`src/hdl/afub_pkg.sv`:
```
// Shared types and constants for the stereo audio FIFO with underrun buffering.
// No dependencies; afub_core, afub_outq and the top level use it by scoped names.
package afub_pkg;

  localparam int SAMPLE_BITS = 24;
  localparam int LEN_W       = 13;
  localparam int THR_W       = 14;
  localparam int SE_W        = 46;
  localparam int FILL_W      = 14;
  localparam int SQ_W        = 2 * SAMPLE_BITS;
  localparam int ENERGY_W    = 58;
  localparam int LIM_W       = SE_W + LEN_W;
  localparam int WORD_W      = 2 * SAMPLE_BITS + SQ_W;
  localparam int DEPTH_DEF   = 16384;

  localparam int CFG_IDX_W  = 2;
  localparam int CFG_DATA_W = SE_W;

  localparam logic [CFG_IDX_W-1:0] CFG_ENABLED   = 2'd0;
  localparam logic [CFG_IDX_W-1:0] CFG_THRESHOLD = 2'd1;
  localparam logic [CFG_IDX_W-1:0] CFG_SILENCE   = 2'd2;

  localparam logic             ENABLED_RST   = 1'b0;
  localparam logic [THR_W-1:0] THRESHOLD_RST = 14'd2048;
  localparam logic [SE_W-1:0]  SILENCE_RST   = 46'd7037;

  typedef enum logic {
    CMD_PUSH = 1'b0,
    CMD_PULL = 1'b1
  } cmd_t;

  typedef struct packed {
    cmd_t                          command;
    logic                          first_of_block;
    logic                          last_of_block;
    logic [LEN_W-1:0]              block_length;
    logic signed [SAMPLE_BITS-1:0] in_left;
    logic signed [SAMPLE_BITS-1:0] in_right;
  } in_beat_t;

  typedef struct packed {
    logic signed [SAMPLE_BITS-1:0] out_left;
    logic signed [SAMPLE_BITS-1:0] out_right;
    logic                          from_store;
    logic                          push_accepted;
    logic                          buffering_now;
    logic [FILL_W-1:0]             fill_level;
  } out_beat_t;

  // registered input beat plus its precomputed square
  typedef struct packed {
    in_beat_t         beat;
    logic [SQ_W-1:0]  sq;   // in_left squared
  } work_t;

  typedef struct packed {
    logic             enabled;
    logic [THR_W-1:0] buffer_threshold;
    logic [SE_W-1:0]  silence_energy;
  } cfg_t;

endpackage

```
`src/hdl/afub_outq.sv`:
```
// Two-entry result queue: output register plus skid register.
// Depends on afub_pkg for the result beat type.
module afub_outq (
  input  logic                clk,
  input  logic                rst_n,
  input  logic                push,
  input  afub_pkg::out_beat_t push_data,
  output logic                full,
  output logic                out_valid,
  input  logic                out_stall,
  output afub_pkg::out_beat_t out_data
);

  logic                out_valid_r, skid_valid_r;
  afub_pkg::out_beat_t out_data_r, skid_data_r;
  logic                pop;

  assign pop = out_valid_r && !out_stall;

  always_ff @(posedge clk) begin
    if (!rst_n) begin
      out_valid_r  <= 1'b0;
      skid_valid_r <= 1'b0;
    end else begin
      priority if (skid_valid_r) begin
        if (pop) begin
          out_valid_r  <= 1'b1;
          skid_valid_r <= 1'b0;
        end
      end else if (push) begin
        if (!out_valid_r || pop) begin
          out_valid_r <= 1'b1;
        end else begin
          skid_valid_r <= 1'b1;
        end
      end else if (pop) begin
        out_valid_r <= 1'b0;
      end else begin
        // hold
      end
    end
  end

  always_ff @(posedge clk) begin
    priority if (skid_valid_r) begin
      if (pop) begin
        out_data_r <= skid_data_r;
      end
    end else if (push) begin
      if (!out_valid_r || pop) begin
        out_data_r <= push_data;
      end else begin
        skid_data_r <= push_data;
      end
    end else begin
      // hold
    end
  end

  assign full      = skid_valid_r;
  assign out_valid = out_valid_r;
  assign out_data  = out_data_r;

endmodule

```
`config.mk`:
```
export PLATFORM = sky130hd
export DESIGN_NAME = afub_outq
export DESIGN_NICKNAME = d
export VERILOG_FILES = /design/src/hdl/afub_pkg.sv /design/src/hdl/afub_outq.sv
export SDC_FILE = /design/constraint.sdc
export NUM_CORES = 1
export LEC_CHECK = 0
export ABC_AREA = 1
export BUFFER_PORTS_ARGS = -buffer_cell sky130_fd_sc_hd__clkbuf_2
export CAP_MARGIN = 10
export CORE_MARGIN = 5
export CORE_UTILIZATION = 35
export DETAILED_ROUTE_END_ITERATION = 6
export SYNTH_ARGS = -nofsm -noshare
export SYNTH_HDL_FRONTEND = slang
export SYNTH_SLANG_ARGS = --single-unit
```
`constraint.sdc`:
```
create_clock -name clk -period 16.36 [get_ports clk]
set_input_delay 2.454 -clock clk [delete_from_list [all_inputs] [get_ports clk]]
set_output_delay 2.454 -clock clk [all_outputs]
set_load 0.05 [all_outputs]
```
; ---- Word level (Yosys, flattened, before mapping)
; Cells that the tools add are included.
[op_classes]
n_eq_ne = 2
reduce_logical = 10
mux = 13
bitwise_logic = 2
[op_table]
columns = cell, count
row1 = $mux W65, 4
row2 = $mux W1, 9
row3 = $reduce_and A3 Y1, 3
row4 = $reduce_bool A2 Y1, 3
row5 = $ne A3 B1 Y1 const B, 1
row6 = $logic_not A1 Y1, 2
row7 = $ne A2 B1 Y1 const B, 1
row8 = $not A1 Y1, 2
row9 = $logic_and A1 B1 Y1, 1
row10 = $logic_or A1 B1 Y1, 1
[totals]
regBits = 132

; ---- Longest topological paths before layout
[depth]
word_depth = 6
depth_mapped = 5
depth_no_buf = 4

; ---- Worst setup path after synthesis
; Ideal clock, no wire load.
[synth_path]
kind = in2reg
start = in out_stall
end = reg out_data_r (netlist bit out_data[0]), enable pin
setup_ps = 568
arrival_ps = 7038
path_stages = 3
required_time_ps = 15792
path_slack_ps = 8753
cell_sequence = nand2_1 inv_1 nor3_1
[synth_via]
elab_chain_cells = 5
[synth_lines]
columns = item, line
row1 = start: declaration, afub_outq.sv:10  ; input logic out_stall,
row2 = $logic_not A1 Y1 (*), afub_outq.sv:18  ; assign pop = out_valid_r && !out_stall;
row3 = $logic_and A1 B1 Y1 (*), afub_outq.sv:18
row4 = $logic_or A1 B1 Y1, afub_outq.sv:50  ; if (!out_valid_r || pop) begin
row5 = $reduce_bool A2 Y1 (no source line), n/a
row6 = $reduce_and A3 Y1 (no source line) (*), n/a
row7 = end signal: assignment, afub_outq.sv:47  ; out_data_r <= skid_data_r;
row8 = end signal: assignment, afub_outq.sv:51  ; out_data_r <= push_data;
row9 = end: declaration, afub_outq.sv:15  ; afub_pkg::out_beat_t out_data_r, skid_data_r;
; Every way passes the cells marked *; elsewhere a longest branch is shown, timed or not.
; A chain may end at the register's enable or synchronous reset.

; ---- Final worst setup path
[layout_path]
start = in out_stall
end = reg out_data_r (netlist bit out_data[57]), enable pin
; Same word-level chain as after synthesis.

==> results.md <==
* Yosys warns at 0
* Hold depth at 2
* P per Cell Area at 130 nW/um2
* Post-route cell area at 6180 um2
* Skew final at 0.0120 ns
* Vias in the first global route at 3022
* Syn Nets at 425
* Die ar. at 16200 um2
* Cts repair resizes at 0
* CP Class: in -> reg
* Cell Chain, Critical Path: clkbuf_2 > nand2_1 > inv_1 > nor3_2 > buf_4
* Max incr delay on CP at 0.64 ns
* Detailed Place HPWL at 6.05 mm
* Slew HR at 24.5%
* Hold buffers post-CTS at 0
* Final-stage net count at 568
* Crit Path Max Fanout at 65
* Top delay family on crit path: buffers and inverters
* Worst slack at placement at 12.34 ns
* Cell leakage power at 2.65 nW
* Post-route minimum period at 3.61 ns
* Pre-antenna DRT Iters at 4
* Post-CTS repair timing setup buffer count at 0
* Most common cell after layout, fill and taps aside: nand2_1
* Diode count at 0
* Synthesized cell area at 4810 um2
* Initial Utilization at 36.0%
* Cells after DPL at 656
* Hold Startpoint: skid_data_r[14]
* Clk Latency, worst-skew pair at 0.41 ns
* Iter 0 DRT Violations at 146
* Core area at 13300 um2
* Final Hold Vio Count at 0
* Worst EP required at 16.38 ns
* Gr usage total at 12.1%
* Final-report max-slew violation count at 0
* GPL Wtd Cong at 0.767
* Area grow syn2layout at 28.4%
* Sequential fraction of the synthesis area at 82.0%
* Chip Width at 127 um
* Drt drc at 0
* Worst r2r dst: out_data[57]
* WL per Instance at 13.6 um
* RR Startpoint: full
* Global-route wire length before repair at 15.0 mm
* Status: complete, no violations
* Max Buffers Root-to-Sink at 2
* Total gr overflow at 0
* Crit path max-delay cell type: buf_4
* Fmax at 277 MHz
* Hold EP: out_data[14]
* Syn Area/Cell at 13.5 um2
* PortBufs at 135
* Final cell count without fillers at 687
* Period utilisation layout at 22.1%
* Reg clk slew, reported paths at 0.05 ns
* H-tree depth at 4
* Post-DP Area at 5670 um2
* Commonest cells after routing, fill and taps aside: 199 x nand2_1, 135 x clkbuf_2, 130 x edfxtp_1
* Clock buffers created by TritonCTS at 17
* WP data arrival at 3.63 ns
* Crit path buf inv count at 3
* TNS Setup at 0 ns
* Chip height at 127 um
* Max-Cap Viols at 0
* Ranking of synthesized cells by area: edfxtp_1 81%, nand2_1 16%, buf_2 1.0%, dfxtp_1 0.83%, nor2_1 0.47%
* Clock sinks at 132
* Fillers at 1243
* CTS tree: built
* Flop2flop setup slack at 13.32 ns
* CP startpoint kind: input pin
* Synth area leader: edfxtp_1
* Num rows at 42
* Initial antenna violation count at 0
* Ratio of cells with drive above 1 in the final layout at 31.9%
* #FFs+latches synth at 132
* Detailed Route WL at 9.36 mm
* Least-Margin Pin Slew at 1.13 ns
* PnR worst setup slack at 12.75 ns
* Number of nets with antenna violations after routing at 0
* Vias per inst at 4.29
* Via count at 2947
* Min-delay worst type: reg -> reg
* Crit end category: flip-flop
* Synth Instances at 356
* RSZ-0062 raised after global routing: false
* Largest net degree at the start of global routing at 69
* Synth top area share at 81.2%
* Synth unique cells at 12
* IO Count at 136
* Root Buffer: clkbuf_16
* Maximum vdd ir drop at 0.0738 mV
* Final setup viols at 0
* Worst reg-to-reg path cell count at 5
[report_power, final]
group,leakage (nW),internal (W),switching [W]
Clock,0.249,0.000204,0.000123
Combinational,1.16,0.0000177,0.0000635
Sequential,1.24,0.000391,0.00000447
[worst reg2reg max path: cells and delay by family (launching register included)]
| kind | cells | cell delay, ns |
|---|---|---|
| buffers and inverters | 3 | 1.91 |
| and+or+nand+nor | 2 | 0.35 |
| DFF | 1 | 0.32 |
[state kept, by name, summed over array words and instances, names as in the netlist]
register / cells
out_data: 65
out_valid: 1
full: 1
skid_data_r: 65
[cell usage after synthesis (all sizes together)]
cell	count
clkbuf	2
nor2	6
o21ai	1
nand2	199
a21oi	1
buf	12
edfxtp	130
inv	2
dfxtp	2
nor3	1
[through the flow]
| stage | utilization, % | hold slack, ns | total power, W |
|---|---|---|---|
| after floorplan | - | 0.491 | 0.000459 |
| after global placement | 42.5 | 0.498 | 0.000483 |
| after detailed placement | 42.5 | 0.501 | 0.000484 |
| after CTS | 46.3 | 0.509 | 0.000814 |
| after global routing | 46.3 | 0.528 | 0.000837 |
| final | 46.3 | 0.508 | 0.000803 |
[layer usage]
layer | routed length (um) | global-route usage, % | vias up
met1 | 4020 | 14.6 | 1340
met2 | 4540 | 19.1 | 96
met5 | 0 | 0 | -
li1 | - | - | 1491
met3 | 551 | 4.51 | 20
met4 | 244 | 5.93 | 0
[kinds of logic after synthesis]
kind of cell	Yosys count	synth area share [%]
AOI/OAI and AO/OA	2	0.208
buffers and inverters	16	1.67
DFF	132	82.0
and+or+nand+nor	206	16.1
[how the worst max path moves through the flow]
stage          slack (ns)  cells after the start            to      start
2_1_floorplan        8.75                      3   out_data[0]  out_stall
3_3_place_gp        12.38                      5  out_data[24]  out_stall
3_5_place_dp        12.34                      5  out_data[23]  out_stall
4_1_cts             12.78                      5  out_data[57]  out_stall
5_1_grt             12.70                      5  out_data[37]  out_stall
6_report            12.75                      5  out_data[57]  out_stall
[layout make-up]
cell class	count	area [um2]	share of cell area (%)
flip-flops and latches	132	3950	63.9
inverters	2	7.51	0.122
clock buffers	22	444	7.19
well taps	176	220	3.57
multi-input cells	208	797	12.9
clock inverters	9	63.8	1.03
repair buffers	138	698	11.3
No activity file was read; power rests on OpenSTA's default activity.
