==> src/hdl/afub_ram.sv <==
// Generic simple dual-port RAM: one write port, one read port, registered read.
// Read during write to the same address returns the old data. No dependencies.
module afub_ram #(
  parameter int WIDTH = 8,
  parameter int DEPTH = 16
) (
  input  logic                     clk,
  input  logic                     we,
  input  logic [$clog2(DEPTH)-1:0] waddr,
  input  logic [WIDTH-1:0]         wdata,
  input  logic [$clog2(DEPTH)-1:0] raddr,
  output logic [WIDTH-1:0]         rdata
);

  logic [WIDTH-1:0] mem [DEPTH];
  logic [WIDTH-1:0] rdata_r;

  always_ff @(posedge clk) begin
    if (we) begin
      mem[waddr] <= wdata;
    end
    rdata_r <= mem[raddr];
  end

  assign rdata = rdata_r;

endmodule

==> config.mk <==
export PLATFORM = sky130hd
export DESIGN_NAME = afub_ram
export DESIGN_NICKNAME = d
export VERILOG_FILES = /design/src/hdl/afub_ram.sv
export SDC_FILE = /design/constraint.sdc
export NUM_CORES = 1
export LEC_CHECK = 0
export BUFFER_PORTS_ARGS = -buffer_cell sky130_fd_sc_hd__buf_2
export CAP_MARGIN = 5
export CORE_ASPECT_RATIO = 1.4
export CORE_UTILIZATION = 50
export DETAILED_ROUTE_END_ITERATION = 10
export GPL_TIMING_DRIVEN = 0
export PLACE_DENSITY = 0.66
export SLEW_MARGIN = 5
export SYNTH_ARGS = -nofsm -noshare
export SYNTH_HDL_FRONTEND = slang
export SYNTH_SLANG_ARGS = --single-unit
==> constraint.sdc <==
create_clock -name clk -period 2.3 [get_ports clk]
set_input_delay 0.46 -clock clk [delete_from_list [all_inputs] [get_ports clk]]
set_output_delay 0.46 -clock clk [all_outputs]
set_load 0.05 [all_outputs]
Word level (Yosys, flattened, before mapping)

Memories as Yosys holds them, arrays and structs flattened. A register that Yosys moved wholly into a read port is not among the register bits.
Cells that the tools add are included.

Muxes and demuxes: 2

Operators by type and width:

| operator | count |
|---|---|
| $mux 1   | 2 |

Bits in registers: 0
Bits in writable memories: 128
Input port bits: 18
Output and inout bits: 8
Logic and storage cells: 3
Memories: 1

Memories:

| name | words | bits a word | read ports | clocked after Yosys merged registers in | write ports | line | source |
|---|---|---|---|---|---|---|---|
| mem  | 16    | 8           | 1          | 1                                       | 1           | 15   | `logic [WIDTH-1:0] mem [DEPTH];` |

Logic depth before layout (Yosys ltp)

Gate-level depths: netlist (run 1).

Depth after elaboration: 2
Gate-level depth with buffers: 5
Depth with buffers taken out: 3

Least setup slack after synthesis (run 1)

Ideal clock, no wire load.

Kind: in2reg
Start: in waddr[2]
End: mem mem[0][0], enable pin
Library setup time: 383 ps
Arrival time: 1570 ps
Required time: 1917 ps
Slack: 347 ps
Cell stages on the path: 2
Path buffers: 0
Cell sequence: or3b_2 > nor3_1

RTL lines:

| item            | line | source |
|---|---|---|
| start, declared | 9    | `input logic [$clog2(DEPTH)-1:0] waddr,` |
| end, declared   | 15   |  |

Straight into the memory's write port.

Worst setup path in the final report (run 1)

Start: in waddr[2]
End: mem mem[8][5], enable pin

Straight into the memory's write port.

==> impl_metrics.toml, run 1 <==
[grt]
grt_pass1_wl_um = 14400
antenna_found_initial = 0
grt_max_degree = 17
first_global_vias = 2416
grt_overflow = 0
track_usage_pct = 20.5

[worst_setup_path]
critPathTopFamily = "simple AND/OR/NAND/NOR gates"
startpoint_type = "input port"
crit_slowest_cell = "nor3_1"
critical_path.max_fanout = 8
worstPathBufferInverterCount = 1
arrival_ps = 1790
slowest_delay_ps = 990
crit_required_ps = 2320
worstSetupPathType = "in2reg"
endpoint_kind = "flop"
path_cells = "buf_2 -> nand3b_1 -> nor3_1"

[flow_run]
cap_violations = 0

[clock_network]
cts.clk_slew.worst_paths_ps = 50
clock-root-buffer = "clkbuf_16"
htreeDepth = 4
ctsResizeCount = 0
hold_buffers = 0
cts_buffer_depth = 2
cts_tree = "done"
insertion_delay_ps = 410
cts.sinks = 136
postCtsSetupRepairBufs = 0
cts_made_buffers = 17

[power_and_ir_drop]
peakVddDrop_mv = 0.615
p_leak_nw = 2.03
power_w = 0.00568
power_density_nw_per_um2 = 940

[timing]
maxSlewViolCount = 0
tns_ps = 0
rsz0062_at_grt = "no"
min_period_over_period_pct = 77.1
hold_viol = 0
finalCriticalPeriod_ps = 1770
worst_pin_slew_ps = 1270
skew_ps = 6.90
fmax_mhz = 564
setup_viol = 0
maxSlewHeadroom_pct = 14.4

[synthesis]
synth_compound_area_share_pct = 2.33
synth_cell_types = 19
synth_top_family_by_area = "multiplexers"
synth_seq_area_share_pct = 77.8
yosys.area_share.adder_pct = 0
syn_inst = 229
muxShareOfSynthArea_pct = 15.0
ys_warn_count = 0
ys_ff_latch = 136
synthesis.area_sq_um = 5150
avgSynthCellArea_sq_um = 22.5
synth_xor_area_share_pct = 0
yosys.area_share.simple_pct = 3.18
syn_nets = 247

[final_layout]
antenna_cells = 0
layout-drive-gt1-share_pct = 30.2
layout.nets = 290
final_cell_count_no_fill = 420
fillers = 739
utilization_pct = 60.7
syn_to_final_growth_pct = 17.3

[place]
dpl.hpwl_um = 6030
place_inst = 388
io_buffers = 24
globalplace.congestion = 0.808

[routing]
first_iter_violations = 209
first_pass_iters = 4
wl_per_cell_um = 22.6
avgViaCountPerCell = 5.64
postRouteAntennaNets = 0
wirelength_um = 9490
vias = 2367
post-route-drc-count = 0

[floorplanning]
coreArea_sq_um = 9950
io_pins = 26
rows = 43
start_util_pct = 51.7
fp.dieH_um = 122
die-area_sq_um = 10700
dieWidth_um = 87.8

[worst_hold_path]
worstHoldPathType = "in2reg"

[status]
status = "finished, final reports clean"
## metal layers
| metal | GRT usage (%) | routed length, um | vias up | part of all wire, % |
|---|---|---|---|---|
| li1 | - | - | 1057 | - |
| met4 | 9.02 | 199 | 0 | 2.1 |
| met5 | 0 | 0 | - | 0 |
| met2 | 32.0 | 4870 | 91 | 51 |
| met1 | 26.8 | 3910 | 1203 | 41 |
| met3 | 5.96 | 511 | 16 | 5.4 |
## Yosys cell counts
master | instances | area (sq um)
and2_1 | 1 | 6.26
clkdlybuf4s25_2 | 3 | 30.0
buf_4 | 1 | 7.51
nor2_1 | 13 | 48.8
dfxtp_1 | 8 | 160
and2b_1 | 1 | 7.51
edfxtp_1 | 128 | 3840
nor3_1 | 4 | 20.0
mux4_2 | 18 | 405
nand3_1 | 1 | 5.00
mux4_1 | 14 | 368
buf_2 | 3 | 15.0
a22oi_1 | 16 | 120
nand3b_1 | 2 | 15.0
nor2b_1 | 1 | 6.26
nand2b_1 | 2 | 12.5
or3b_2 | 1 | 8.76
nand2_1 | 9 | 33.8
buf_6 | 3 | 33.8
## cell families after synthesis
| logic type | Yosys count |
|---|---|
| AND/OR/NAND/NOR | 35 |
| AO/OA/AOI/OAI | 16 |
| multiplexers | 32 |
| buffers and inverters | 10 |
| flip-flops | 136 |
## power breakdown
group	total [W]	switching, W	leakage (nW)	internal [W]
registers	0.00278	0.0000122	1.22	0.00277
clock network	0.00257	0.000930	0.288	0.00164
logic	0.000319	0.000209	0.518	0.000111
## flip-flops by register name, summed over array words and instances, names as in the netlist
signal and count:
rdata 8, mem 128
## placed cells by master, fill, tap and decap left out, drive strengths merged, types with 3 or more instances in the layout
| master | instances |
|---|---|
| dfxtp | 8 |
| a22oi | 16 |
| mux4 | 32 |
| edfxtp | 128 |
| buf | 31 |
| nor2 | 13 |
| clkbuf | 26 |
| nor3 | 4 |
| clkdlybuf4s25 | 3 |
| clkinv | 4 |
| nand2 | 9 |
## final timing paths
kind | from | end | slack, ps | cells past startpoint
setup / recovery | waddr[2] | mem[8][5] | 530 | 3
setup reg to reg | mem[1][2] | rdata[2] | 870 | 3
hold / removal | wdata[5] | mem[4][5] | 450 | 1
hold reg to reg | mem[15][1] | rdata[1] | 670 | 3
## per-stage QoR
| step | setup WS [ps] | hold slack [ps] | instance area [sq um] |
|---|---|---|---|
| 2_1_floorplan | 347 | 559 | 5150 |
| 3_3_place_gp | -194 | 649 | 5440 |
| 3_5_place_dp | -199 | 664 | 5440 |
| 4_1_cts | 233 | 436 | 6020 |
| 5_1_grt | 409 | 449 | 6040 |
| 6_report | 526 | 447 | 6040 |
## worst register-to-register path, cell delays in order, from the launching register on
cell and delay (ps):
edfxtp_1 350, mux4_1 560, a22oi_1 320, nand2_1 90
## layout make-up
class / instances / area [sq um] / share of cell area (%)
plain buffers: 10 / 86.3 / 1.43
clock buffers: 26 / 552 / 9.14
clock inverters: 6 / 35.0 / 0.580
multi-input cells: 83 / 1070 / 17.8
flip-flops and latches: 136 / 4000 / 66.3
well taps: 135 / 169 / 2.80
repair buffers: 24 / 120 / 1.99
Power figures use the tool's default switching activity.
==> inputs of run 2 (changes only) <==
- clock period: 2.3 -> 1.65 ns (I/O delays scaled with it)
==> impl_metrics.toml, run 2 (synthesis gave the netlist of run 1 again) <==
[timing]
finalCriticalPeriod_ps = 1620
skew_ps = 7.19
maxSlewHeadroom_pct = 43.2
worst_pin_slew_ps = 848
fmax_mhz = 617
hold_viol = 0
tns_ps = 0
rsz0062_at_grt = "no"
maxSlewViolCount = 0
holdWs_ps = 319
setup_viol = 0
min_period_over_period_pct = 98.2

[clock_network]
clock-root-buffer = "clkbuf_16"
cts_tree = "done"
postCtsSetupRepairBufs = 0
cts.clk_slew.worst_paths_ps = 50
cts.sinks = 136
insertion_delay_ps = 410
cts_made_buffers = 17
cts_buffer_depth = 2
htreeDepth = 4

[final_layout]
regMostFlops = "mem"
layout.nets = 290
layout-drive-gt1-share_pct = 30.2
fillers = 717
largest_reg_flops = 128
antenna_cells = 0
design_area_sq_um = 6000
syn_to_final_growth_pct = 16.6
final_common_cell = "edfxtp_1"
utilization_pct = 60.3
final_cell_mix = "128 x edfxtp_1, 27 x buf_2, 18 x mux4_2, 18 x clkbuf_16, 16 x a22oi_1"
final_cell_count_no_fill = 420

[worst_hold_path]
hold_end = "mem[7][6]"
worstHoldPathType = "in2reg"
min_from = "wdata[6]"
min_path_cells = 1

[routing]
wl_per_cell_um = 22.7
first_pass_iters = 4
postRouteAntennaNets = 0
vias = 2361
avgViaCountPerCell = 5.62
first_iter_violations = 198
post-route-drc-count = 0
wirelength_um = 9520

[worst_setup_path]
worstSetupPathType = "in2reg"
crit_required_ps = 1680
critPathTopFamily = "simple AND/OR/NAND/NOR gates"
r2r_end = "rdata[1]"
slowest_delay_ps = 670
arrival_ps = 1650
path_cells = "buf_2 -> or3b_2 -> nor2_1"
r2r-start = "mem[0][1]"
r2r_slack_ps = 190
crit_slowest_cell = "nor2_1"
endpoint_kind = "flop"
startpoint_type = "input port"
reg2reg_depth = 3
critical_path.max_fanout = 8
worstPathBufferInverterCount = 1

[place]
dpl.hpwl_um = 6200
placed_area_sq_um = 5440
globalplace.congestion = 0.808
place_inst = 388
io_buffers = 24

[floorplanning]
fp.dieH_um = 122
die-area_sq_um = 10700
dieWidth_um = 87.8
io_pins = 26
coreArea_sq_um = 9950
rows = 43
start_util_pct = 51.7

[grt]
grt_overflow = 0
grt_pass1_wl_um = 14100
antenna_found_initial = 0
grt_max_degree = 17
first_global_vias = 2475
track_usage_pct = 20.1

[status]
status = "finished, final reports clean"

[power_and_ir_drop]
power_density_nw_per_um2 = 1290
p_leak_nw = 2.02
peakVddDrop_mv = 0.747

[flow_run]
cap_violations = 0
==> run 2: metrics by stage <==
| step | setup WS, ps | power (W) |
|---|---|---|
| floorplan | 53.9 | 0.00423 |
| global placement | -478 | 0.00439 |
| detailed placement | -457 | 0.00440 |
| CTS | 56.8 | 0.00776 |
| global route | 0.946 | 0.00791 |
| finish | 29.3 | 0.00772 |
==> run 2: final cells by class <==
class / instances / area [sq um] / area share [%]
Timing Repair Buffer: 24 / 120 / 2.00
Sequential cell: 136 / 4000 / 66.7
Multi-Input combinational cell: 83 / 1080 / 17.9
Clock inverter: 8 / 42.5 / 0.709
Buffer: 10 / 86.3 / 1.44
Clock buffer: 24 / 503 / 8.38
Tap cell: 135 / 169 / 2.81
==> run 2: worst max path at each step <==
stage | startpoint | to | slack (ps) | depth (start not counted)
floorplan | waddr[2] | mem[3][0] | 50 | 2
global placement | waddr[2] | mem[8][1] | -480 | 3
detailed placement | waddr[3] | mem[4][5] | -460 | 3
CTS | waddr[2] | mem[1][6] | 60 | 3
global route | waddr[2] | mem[2][5] | 0.9 | 3
finish | waddr[2] | mem[1][6] | 30 | 3
==> run 2: routing by layer <==
metal | wire length (um) | global-route usage, %
met1 | 3780 | 25.7
met2 | 4940 | 32.2
met3 | 547 | 4.67
met4 | 250 | 10.3
met5 | 0 | 0
==> run 2: worst reg2reg max path: cells and delay by family, from the launching register on <==
family	cells	cell delay, ps
and+or+nand+nor	1	90
muxes	1	570
DFF	1	370
AOI/OAI and AO/OA	1	310
==> run 2: power breakdown <==
part           total, W  switching (W)  internal, W
clock network   0.00339        0.00128      0.00211
registers       0.00388      0.0000178      0.00387
logic          0.000444       0.000290     0.000154
total           0.00772        0.00158      0.00613
==> run 2: repair_timing <==
action / in CTS / in global routing
setup endpoints to repair: 16 / 0
gates resized for setup: 3 / 0
hold buffers: 0 / 0
