[src/hdl/afub_pkg.sv]
// Shared types and constants for the stereo audio FIFO with underrun buffering.
// No dependencies; afub_core, afub_outq and the top level use it by scoped names.
package afub_pkg;

  localparam int SAMPLE_BITS = 24;
  localparam int LEN_W       = 13;
  localparam int THR_W       = 14;
  localparam int SE_W        = 46;
  localparam int FILL_W      = 14;
  localparam int SQ_W        = 2 * SAMPLE_BITS;
  localparam int ENERGY_W    = 58;
  localparam int LIM_W       = SE_W + LEN_W;
  localparam int WORD_W      = 2 * SAMPLE_BITS + SQ_W;
  localparam int DEPTH_DEF   = 16384;

  localparam int CFG_IDX_W  = 2;
  localparam int CFG_DATA_W = SE_W;

  localparam logic [CFG_IDX_W-1:0] CFG_ENABLED   = 2'd0;
  localparam logic [CFG_IDX_W-1:0] CFG_THRESHOLD = 2'd1;
  localparam logic [CFG_IDX_W-1:0] CFG_SILENCE   = 2'd2;

  localparam logic             ENABLED_RST   = 1'b0;
  localparam logic [THR_W-1:0] THRESHOLD_RST = 14'd2048;
  localparam logic [SE_W-1:0]  SILENCE_RST   = 46'd7037;

  typedef enum logic {
    CMD_PUSH = 1'b0,
    CMD_PULL = 1'b1
  } cmd_t;

  typedef struct packed {
    cmd_t                          command;
    logic                          first_of_block;
    logic                          last_of_block;
    logic [LEN_W-1:0]              block_length;
    logic signed [SAMPLE_BITS-1:0] in_left;
    logic signed [SAMPLE_BITS-1:0] in_right;
  } in_beat_t;

  typedef struct packed {
    logic signed [SAMPLE_BITS-1:0] out_left;
    logic signed [SAMPLE_BITS-1:0] out_right;
    logic                          from_store;
    logic                          push_accepted;
    logic                          buffering_now;
    logic [FILL_W-1:0]             fill_level;
  } out_beat_t;

  // registered input beat plus its precomputed square
  typedef struct packed {
    in_beat_t         beat;
    logic [SQ_W-1:0]  sq;   // in_left squared
  } work_t;

  typedef struct packed {
    logic             enabled;
    logic [THR_W-1:0] buffer_threshold;
    logic [SE_W-1:0]  silence_energy;
  } cfg_t;

endpackage

[src/hdl/afub_core.sv]
// Ring buffer control: indices, block bookkeeping, prebuffering flag, energy sum.
// Depends on afub_pkg; drives the frame RAM (afub_ram) instanced at the top level.
module afub_core #(
  parameter int DEPTH = afub_pkg::DEPTH_DEF
) (
  input  logic                         clk,
  input  logic                         rst_n,
  input  logic                         fire,
  input  afub_pkg::work_t              item,
  input  afub_pkg::cfg_t               cfg,
  input  logic [afub_pkg::WORD_W-1:0]  ram_q,
  output logic                         ram_we,
  output logic [$clog2(DEPTH)-1:0]     ram_waddr,
  output logic [afub_pkg::WORD_W-1:0]  ram_wdata,
  output logic [$clog2(DEPTH)-1:0]     ram_raddr,
  output afub_pkg::out_beat_t          res
);

  localparam int AW  = $clog2(DEPTH);
  localparam int CW  = (AW > afub_pkg::THR_W ? AW : afub_pkg::THR_W) + 1;
  localparam int SB  = afub_pkg::SAMPLE_BITS;
  localparam int SQW = afub_pkg::SQ_W;
  localparam int EW  = afub_pkg::ENERGY_W;
  localparam int LW  = afub_pkg::LEN_W;

  logic [AW-1:0] wr_idx_r, wr_idx_nxt, rd_idx_r, rd_idx_nxt;
  logic          pre_r, pre_nxt;
  logic          push_live_r, push_live_nxt, push_ok_r, push_ok_nxt;
  logic [LW-1:0] push_left_r, push_left_nxt;
  logic          pull_live_r, pull_live_nxt, pull_gated_r, pull_gated_nxt;
  logic [LW-1:0] pull_left_r, pull_left_nxt, pull_len_r, pull_len_nxt;
  logic [EW-1:0] esum_r, esum_nxt;
  logic          byp_r, byp_nxt;
  logic [afub_pkg::WORD_W-1:0] byp_data_r;

  logic [AW:0]   diff;
  logic [AW-1:0] fill, free_sp, fill_after;
  logic [afub_pkg::WORD_W-1:0] frame;
  logic          wr, rd, live, ok, gated, first, last;
  logic [LW-1:0] len, left, plen;
  logic [afub_pkg::LIM_W-1:0] lim;
  logic [EW-1:0] esum;
  logic [EW:0]   esum_add;

  always_comb begin
    first = item.beat.first_of_block;
    last  = item.beat.last_of_block;
    len   = item.beat.block_length;

    diff    = {1'b0, wr_idx_r} - {1'b0, rd_idx_r};
    fill    = diff[AW] ? AW'(diff + (AW + 1)'(DEPTH)) : diff[AW-1:0];
    free_sp = AW'(DEPTH - 1) - fill;
    frame   = byp_r ? byp_data_r : ram_q;

    wr_idx_nxt     = wr_idx_r;
    rd_idx_nxt     = rd_idx_r;
    pre_nxt        = pre_r;
    push_live_nxt  = push_live_r;
    push_ok_nxt    = push_ok_r;
    push_left_nxt  = push_left_r;
    pull_live_nxt  = pull_live_r;
    pull_gated_nxt = pull_gated_r;
    pull_left_nxt  = pull_left_r;
    pull_len_nxt   = pull_len_r;
    esum_nxt       = esum_r;

    wr       = 1'b0;
    rd       = 1'b0;
    live     = 1'b0;
    ok       = 1'b0;
    gated    = 1'b0;
    left     = '0;
    plen     = '0;
    lim      = '0;
    esum     = '0;
    esum_add = '0;
    fill_after = fill;

    if (fire) begin
      unique case (item.beat.command)
        afub_pkg::CMD_PUSH: begin
          live = first ? cfg.enabled : push_live_r;
          ok   = first ? (cfg.enabled && len != '0 && CW'(len) <= CW'(free_sp)) : push_ok_r;
          left = first ? (ok ? len : '0) : push_left_r;
          wr   = ok && left != '0;
          if (wr) begin
            left = left - LW'(1);
          end
          fill_after    = fill + AW'(wr);
          push_live_nxt = live;
          push_ok_nxt   = ok;
          push_left_nxt = left;
          if (last) begin
            if (live && pre_r && CW'(fill_after) >= CW'(cfg.buffer_threshold)) begin
              pre_nxt = 1'b0;
            end
            push_live_nxt = 1'b0;
            push_ok_nxt   = 1'b0;
            push_left_nxt = '0;
          end
        end
        afub_pkg::CMD_PULL: begin
          live  = first ? cfg.enabled : pull_live_r;
          gated = first ? (!cfg.enabled || pre_r) : pull_gated_r;
          plen  = first ? len : pull_len_r;
          // silence limit uses the level set when the block ends
          lim   = afub_pkg::LIM_W'(cfg.silence_energy) * afub_pkg::LIM_W'(plen);
          esum  = first ? '0 : esum_r;
          if (first) begin
            left = gated ? '0 : (CW'(fill) < CW'(len) ? LW'(fill) : len);
          end else begin
            left = pull_left_r;
          end
          rd = live && !gated && left != '0;
          if (rd) begin
            left     = left - LW'(1);
            esum_add = {1'b0, esum} + (EW + 1)'(frame[SQW-1:0]);
            esum     = esum_add[EW] ? '1 : esum_add[EW-1:0];  // saturate
          end
          fill_after     = fill - AW'(rd);
          pull_live_nxt  = live;
          pull_gated_nxt = gated;
          pull_left_nxt  = left;
          pull_len_nxt   = plen;
          esum_nxt       = esum;
          if (last) begin
            // quiet block and not enough left for another: refill first
            if (live && !gated && {1'b0, esum} < lim && CW'(fill_after) < CW'(plen)) begin
              pre_nxt = 1'b1;
            end
            pull_live_nxt  = 1'b0;
            pull_gated_nxt = 1'b0;
            pull_left_nxt  = '0;
          end
        end
        default: begin
        end
      endcase
      if (wr) begin
        wr_idx_nxt = (wr_idx_r == AW'(DEPTH - 1)) ? '0 : wr_idx_r + AW'(1);
      end
      if (rd) begin
        rd_idx_nxt = (rd_idx_r == AW'(DEPTH - 1)) ? '0 : rd_idx_r + AW'(1);
      end
    end

    res.out_left      = rd ? frame[afub_pkg::WORD_W-1 -: SB] : '0;
    res.out_right     = rd ? frame[SQW+SB-1 -: SB] : '0;
    res.from_store    = rd;
    res.push_accepted = wr;
    res.buffering_now = pre_nxt;
    res.fill_level    = afub_pkg::FILL_W'(CW'(fill_after));
  end

  assign ram_we    = wr;
  assign ram_waddr = wr_idx_r;
  assign ram_wdata = {item.beat.in_left, item.beat.in_right, item.sq};
  assign ram_raddr = rd_idx_nxt;
  // RAM returns old data on a same-address write; capture the new word instead
  assign byp_nxt   = wr && (wr_idx_r == rd_idx_nxt);

  always_ff @(posedge clk) begin
    if (!rst_n) begin
      wr_idx_r     <= '0;
      rd_idx_r     <= '0;
      pre_r        <= 1'b1;
      push_live_r  <= 1'b0;
      push_ok_r    <= 1'b0;
      push_left_r  <= '0;
      pull_live_r  <= 1'b0;
      pull_gated_r <= 1'b0;
      pull_left_r  <= '0;
      pull_len_r   <= '0;
      esum_r       <= '0;
      byp_r        <= 1'b0;
    end else begin
      wr_idx_r     <= wr_idx_nxt;
      rd_idx_r     <= rd_idx_nxt;
      pre_r        <= pre_nxt;
      push_live_r  <= push_live_nxt;
      push_ok_r    <= push_ok_nxt;
      push_left_r  <= push_left_nxt;
      pull_live_r  <= pull_live_nxt;
      pull_gated_r <= pull_gated_nxt;
      pull_left_r  <= pull_left_nxt;
      pull_len_r   <= pull_len_nxt;
      esum_r       <= esum_nxt;
      byp_r        <= byp_nxt;
    end
  end

  always_ff @(posedge clk) begin
    byp_data_r <= ram_wdata;
  end

endmodule

[config.mk]
export PLATFORM = sky130hd
export DESIGN_NAME = afub_core
export DESIGN_NICKNAME = d
export VERILOG_FILES = /design/src/hdl/afub_pkg.sv /design/src/hdl/afub_core.sv
export SDC_FILE = /design/constraint.sdc
export NUM_CORES = 2
export LEC_CHECK = 0
export ABC_AREA = 1
export BUFFER_PORTS_ARGS = -buffer_cell sky130_fd_sc_hd__buf_2
export CORE_MARGIN = 4
export CORE_UTILIZATION = 40
export DETAILED_ROUTE_END_ITERATION = 7
export HOLD_SLACK_MARGIN = 0.06
export PLACE_DENSITY = 0.69
export SLEW_MARGIN = 15
export SYNTH_ARGS = -nofsm -noshare
export SYNTH_HDL_FRONTEND = slang
export SYNTH_SLANG_ARGS = --single-unit
[constraint.sdc]
create_clock -name clk -period 11.49 [get_ports clk]
set_input_delay 1.7235 -clock clk [delete_from_list [all_inputs] [get_ports clk]]
set_output_delay 1.7235 -clock clk [all_outputs]
set_load 0.005 [all_outputs]
# Yosys cells after proc, flatten, opt, wreduce, memory -nomap -nowiden
# Cells that the tools add are included.
[totals]
rom_bits = 0
output_inout_bits = 190
wordCells = 99
reg_bits = 227
latchBits = 0
mem_count = 0
inputBits = 272
ram_bits = 0
[op_classes]
mux = 47
n_reduce_logical = 19
order_cmp = 5
bitwise = 1
mul = 1
n_shift = 0
div_mod_pow = 0
n_eq_ne = 3
addsub = 10
[op_table]
columns = ["operator", "count"]
rows = [
  ["$mux W58", 5],
  ["$mux W13", 12],
  ["$mux W96", 1],
  ["$mux W14", 6],
  ["$add A58 B48 Y59", 1],
  ["$lt A58 B59 Y1", 1],
  ["$mul A46 B13 Y59", 1],
  ["$mux W24", 2],
  ["$add A14 B1 Y14 const B", 3],
  ["$reduce_bool A13 Y1", 3],
  ["$eq A14 B14 Y1 const B", 2],
  ["$lt A14 B13 Y1", 2],
  ["$pmux W14 S2", 1],
  ["$sub A13 B1 Y13 const B", 2],
  ["$mux W1", 19],
  ["$sub A14 B14 Y15", 1],
  ["$add A14 B1 Y14", 1],
  ["$eq A14 B14 Y1", 1],
  ["$ge A14 B14 Y1", 1],
  ["$le A13 B14 Y1", 1],
  ["$sub A14 B1 Y14", 1],
  ["$sub A14 B14 Y14 const A", 1],
  ["$logic_and A1 B1 Y1", 10],
  ["$reduce_and A2 Y1", 3],
  ["other kinds (4)", 5],
]

# Logic depth before layout (Yosys ltp)
[logic_depth]
depth_word = 21
depth_mapped = 55
depth_no_buf = 54

# Worst setup path before layout
# Ideal clock, no wire load.
[synth_path]
path_kind = "input to output"
start = "in item[110] (netlist bit)"
end = "out res[14] (netlist bit)"
arrival_time_ps = 9574
path_stages = 45
setup_slack_ps = 193
path_buffers = 6
required_ps = 9767
path_cell_list = "inv_2 clkbuf_1 clkbuf_1 buf_1 nand2_1 nand2_1 clkbuf_1 buf_1 nand2_1 fa_1 inv_1 fa_1 fa_1 fa_1 inv_1 fa_1 inv_1 ha_1 [9 not listed] o21ai_0 a21oi_1 inv_1 a21oi_1 xor2_1 ha_1 nand2_1 nor4b_1 nand2_1 o211ai_1 nand2_1 a31oi_1 a211oi_1 nor2_1 nor2_1 nand2_1 nand2_1 buf_4"
[synth_via]
elab_chain_len = 17
elab_cells_between_ends = 39
cone_classes = "add/sub: 3; mul: 1; order compare: 3; mux: 22; reduce/logical: 10"
[synth_lines]
columns = ["item", "line_no", "rtl"]
rows = [
  ["start, declared", "afub_core.sv:9", "input afub_pkg::work_t item,"],
  ["parallel branches: the longest is 15 deep, another holds $mul A46 B13 Y59", "--", ""],
  ["$pmux W1 S2 *", "afub_core.sv:80", "unique case (item.beat.command)"],
  ["$mux W1 *", "afub_core.sv:79", "if (fire) begin"],
  ["end, declared", "afub_core.sv:16", "output afub_pkg::out_beat_t res"],
]
# Mark *: on every way between the ends. The select of a mux whose other input is x is not followed.

==> flow_metrics.tcl <==
set metrics [dict create \
    status "complete, no violations" \
    final_core_utilization_pct 45.5 \
    cp-end-kind "primary output" \
    p_sw_share_pct 53.4 \
    clock_tree_from_tritoncts "done" \
    numPlacedInstances 6510 \
    fin_hold_viols 0 \
    syn-cell-area_um2 36700 \
    holdPathEnd "push_ok_r" \
    die_width_um 311 \
    detail_route.iter0.violations 3096 \
    design.final.nets 6412 \
    die_area_um2 96600 \
    fp.dieH_um 311 \
    post_drt_via_cell_ratio 5.20 \
    cp_slowest_stage_delay_ns 0.56 \
    clock_skew_ns 0.0232 \
    initial_core_util_pct 40.5 \
    synth_largest_type_area_fraction_pct 26.5 \
    yosysWarnings 0 \
    total_chip_power_mw 9.12 \
    timing.hold.worst.class "reg2reg" \
    r2r-start "ram_waddr[0]" \
    clkLatencyLatePin_ns 0.56 \
    rr_worst_depth 46 \
    cell_type_with_the_largest_total_area_after_synthesis "sky130_fd_sc_hd__fa_1" \
    global_route.overflow_total 0 \
    cts_made_buffers 25 \
    synth_top_cells_by_area "sky130_fd_sc_hd__fa_1, sky130_fd_sc_hd__dfxtp_1, sky130_fd_sc_hd__inv_1" \
    synth.ff_latch_count 227 \
    clk_pin_slew_worst_paths_ns 0.06 \
    stdcell_count 6569 \
    antenna_left 0 \
    num_vias 34200 \
    power.static_leakage_nw 21.5 \
    combPwrFrac_pct 81.6 \
    synth_edf_count 0 \
    critical_path_top_delay_cell "sky130_fd_sc_hd__fa_1" \
    cell_internal_pwr_mw 4.25 \
    area_of_the_core_um2 90600 \
    final_layout_size_suffix_gt1_share_pct 14.9 \
    syn-mean-instance-area_um2 7.27 \
    wirelength_mm 129 \
    timing.critical_path.fanout_max 12 \
    place_congestion 0.967 \
    powerDensity_nw_per_um2 222 \
    htree_levels 1 \
    hold_path.startpoint "push_ok_r" \
    synth-seq-area-share_pct 12.4 \
    path_common_cell "sky130_fd_sc_hd__nand2_1" \
    worstMarginPinSlew_ns 1.06 \
    timing.setup.critical_path_class "in2out" \
    cts_sinks 227 \
    count_of_different_cell_masters_after_synthesis 65 \
    setup_violations 0 \
    async_reset_ff_share_pct 0 \
    cap_violations 0 \
    detailedRoute.firstPassIterationCount 6 \
    place.port_buffers 461 \
    main_synth_ff_type "sky130_fd_sc_hd__dfxtp_1" \
    cts-root-to-sink-buffers 3 \
    crit-reg2reg-capture "pre_r" \
    ports_placed_on_the_boundary 462 \
    wl_per_cell_um 19.6 \
    remaining_drc_errors 0 \
    grt_pass1_vias 33800 \
    final.min_clock_period_ns 11.08 \
    synthMostInstantiatedCell "sky130_fd_sc_hd__inv_1" \
    dpl.hpwl_mm 106 \
    grt.total_usage_pct 25.6 \
    maximum_number_of_pins_on_one_net_before_global_route_repair 104 \
    worstPathRequired_ns 9.77 \
    cts_root_buffer "sky130_fd_sc_hd__clkbuf_16" \
    grt_pass1_wl_mm 195 \
    ir_drop_mv 0.239 \
    synth_top_cells_by_count "sky130_fd_sc_hd__inv_1, sky130_fd_sc_hd__nand2_1, sky130_fd_sc_hd__nor2_1, sky130_fd_sc_hd__fa_1, sky130_fd_sc_hd__a21oi_1" \
    timing.slew.headroom_pct 28.8 \
    slew_viol_final 0 \
    clock_power_share_pct 9.2 \
    worst_ep_arrival_time_ns 9.36 \
    antenna_found_initial 6 \
    hold_path_depth 2 \
    worst_case_register_to_register_setup_slack_ns 3.21 \
    element_type_at_the_critical_path_start "input pin" \
    post_synthesis_instance_total 5043 \
    power.share.sequential_pct 9.2 \
    area_growth_syn_to_layout_pct 12.2 \
    clock.fmax_mhz 90.2 \
    postSynthNetCount 6086 \
    period_share_pct 96.5 \
    switching_power_mw 4.87 \
    placement_rows 110 \
]
## through the flow
step | setup WS, ns | area, µm² | hold slack [ns] | setup TNS [ns]
floorplan | 0.193 | 36700 | 0.442 | 0
global placement | 0.0370 | 40000 | 0.451 | 0
detailed placement | 0.0335 | 40000 | 0.455 | 0
CTS | 0.0576 | 40800 | 0.465 | 0
global route | -0.0261 | 41200 | 0.488 | -0.0261
finish | 0.406 | 41200 | 0.467 | 0
## logic make-up after synthesis
logic type / count (synthesis) / synth area share (%)
simple gates: 1819 / 20.5
fa+ha+maj: 771 / 36.2
buf+inv: 1318 / 14.6
xor+xnor: 128 / 3.08
compound gates: 685 / 10.4
flops: 227 / 12.4
mux: 95 / 2.75
## worst max-delay path, delay by kind of cell
kind,cells,cell delay (ns)
AO/OA/AOI/OAI,10,1.66
XOR/XNOR,1,0.11
adder cells (fa/ha/maj),7,3.15
buffers and inverters,10,1.29
AND/OR/NAND/NOR,14,1.38
## state kept, by name, summed over array words and instances (netlist names)
register	flops
rd_idx_r	14
ram_waddr	14
esum_r	58
pre_r	1
byp_data_r	96
push_live_r	1
pull_len_r	13
pull_gated_r	1
pull_left_r	13
pull_live_r	1
push_ok_r	1
byp_r	1
push_left_r	13
## layout make-up
cell class	count	area, µm²
multi-input cells	3498	27000
inverters	1040	3920
fillers	9213	49400
repair buffers	577	3440
clock inverters	11	123
clock buffers	34	699
diodes	6	15.0
flip-flops and latches	227	4550
well taps	1176	1470
## metal layers
metal  part of all wire [%]  GRT usage [%]  vias to the layer above
li1                       -              -                    16100
met1                     43           34.6                    16400
met2                     44           41.0                     1451
met3                    9.6           5.82                      250
met4                    3.4           7.40                        2
met5                  0.010              0                        -
## power groups by stage
stage	Sequential [mW]	Clock [mW]	Combinational (mW)
2_1_floorplan	0.848	0	4.79
3_3_place_gp	0.852	0	7.10
3_5_place_dp	0.852	0	7.16
4_1_cts	0.835	0.862	7.22
5_1_grt	0.838	0.896	8.39
6_report	0.835	0.842	7.44
## how the worst max path moves through the flow
stage / start / cells after the start / to / slack (ns)
after global routing: item[110] / 45 / res[14] / -0.03
after floorplan: item[110] / 45 / res[14] / 0.19
final: item[110] / 42 / res[14] / 0.41
after global placement: item[110] / 42 / res[14] / 0.04
after detailed placement: item[110] / 42 / res[14] / 0.03
after CTS: item[110] / 44 / res[14] / 0.06
## cells in the final DEF (no fill, tap or decap), types with 47 or more instances in the layout
| master | instances |
|---|---|
| sky130_fd_sc_hd__a31oi_1 | 52 |
| sky130_fd_sc_hd__dfxtp_1 | 226 |
| sky130_fd_sc_hd__xor2_1 | 80 |
| sky130_fd_sc_hd__nor2_1 | 573 |
| sky130_fd_sc_hd__a21oi_1 | 322 |
| sky130_fd_sc_hd__ha_1 | 281 |
| sky130_fd_sc_hd__mux2i_1 | 48 |
| sky130_fd_sc_hd__nand2_1 | 937 |
| sky130_fd_sc_hd__fa_1 | 485 |
| sky130_fd_sc_hd__o21ai_0 | 164 |
| sky130_fd_sc_hd__buf_4 | 98 |
| sky130_fd_sc_hd__buf_2 | 460 |
| sky130_fd_sc_hd__nand3_1 | 126 |
| sky130_fd_sc_hd__mux2_2 | 47 |
| sky130_fd_sc_hd__inv_1 | 1015 |
## what timing repair did
item | CTS | global route
pin swaps | 0 | 4
hold buffers | 0 | 0
endpoints found under the setup margin | 1 | 1
setup buffers | 0 | 2
gates resized for setup | 2 | 51
cloned | 0 | 6
Power figures use the tool's default switching activity.
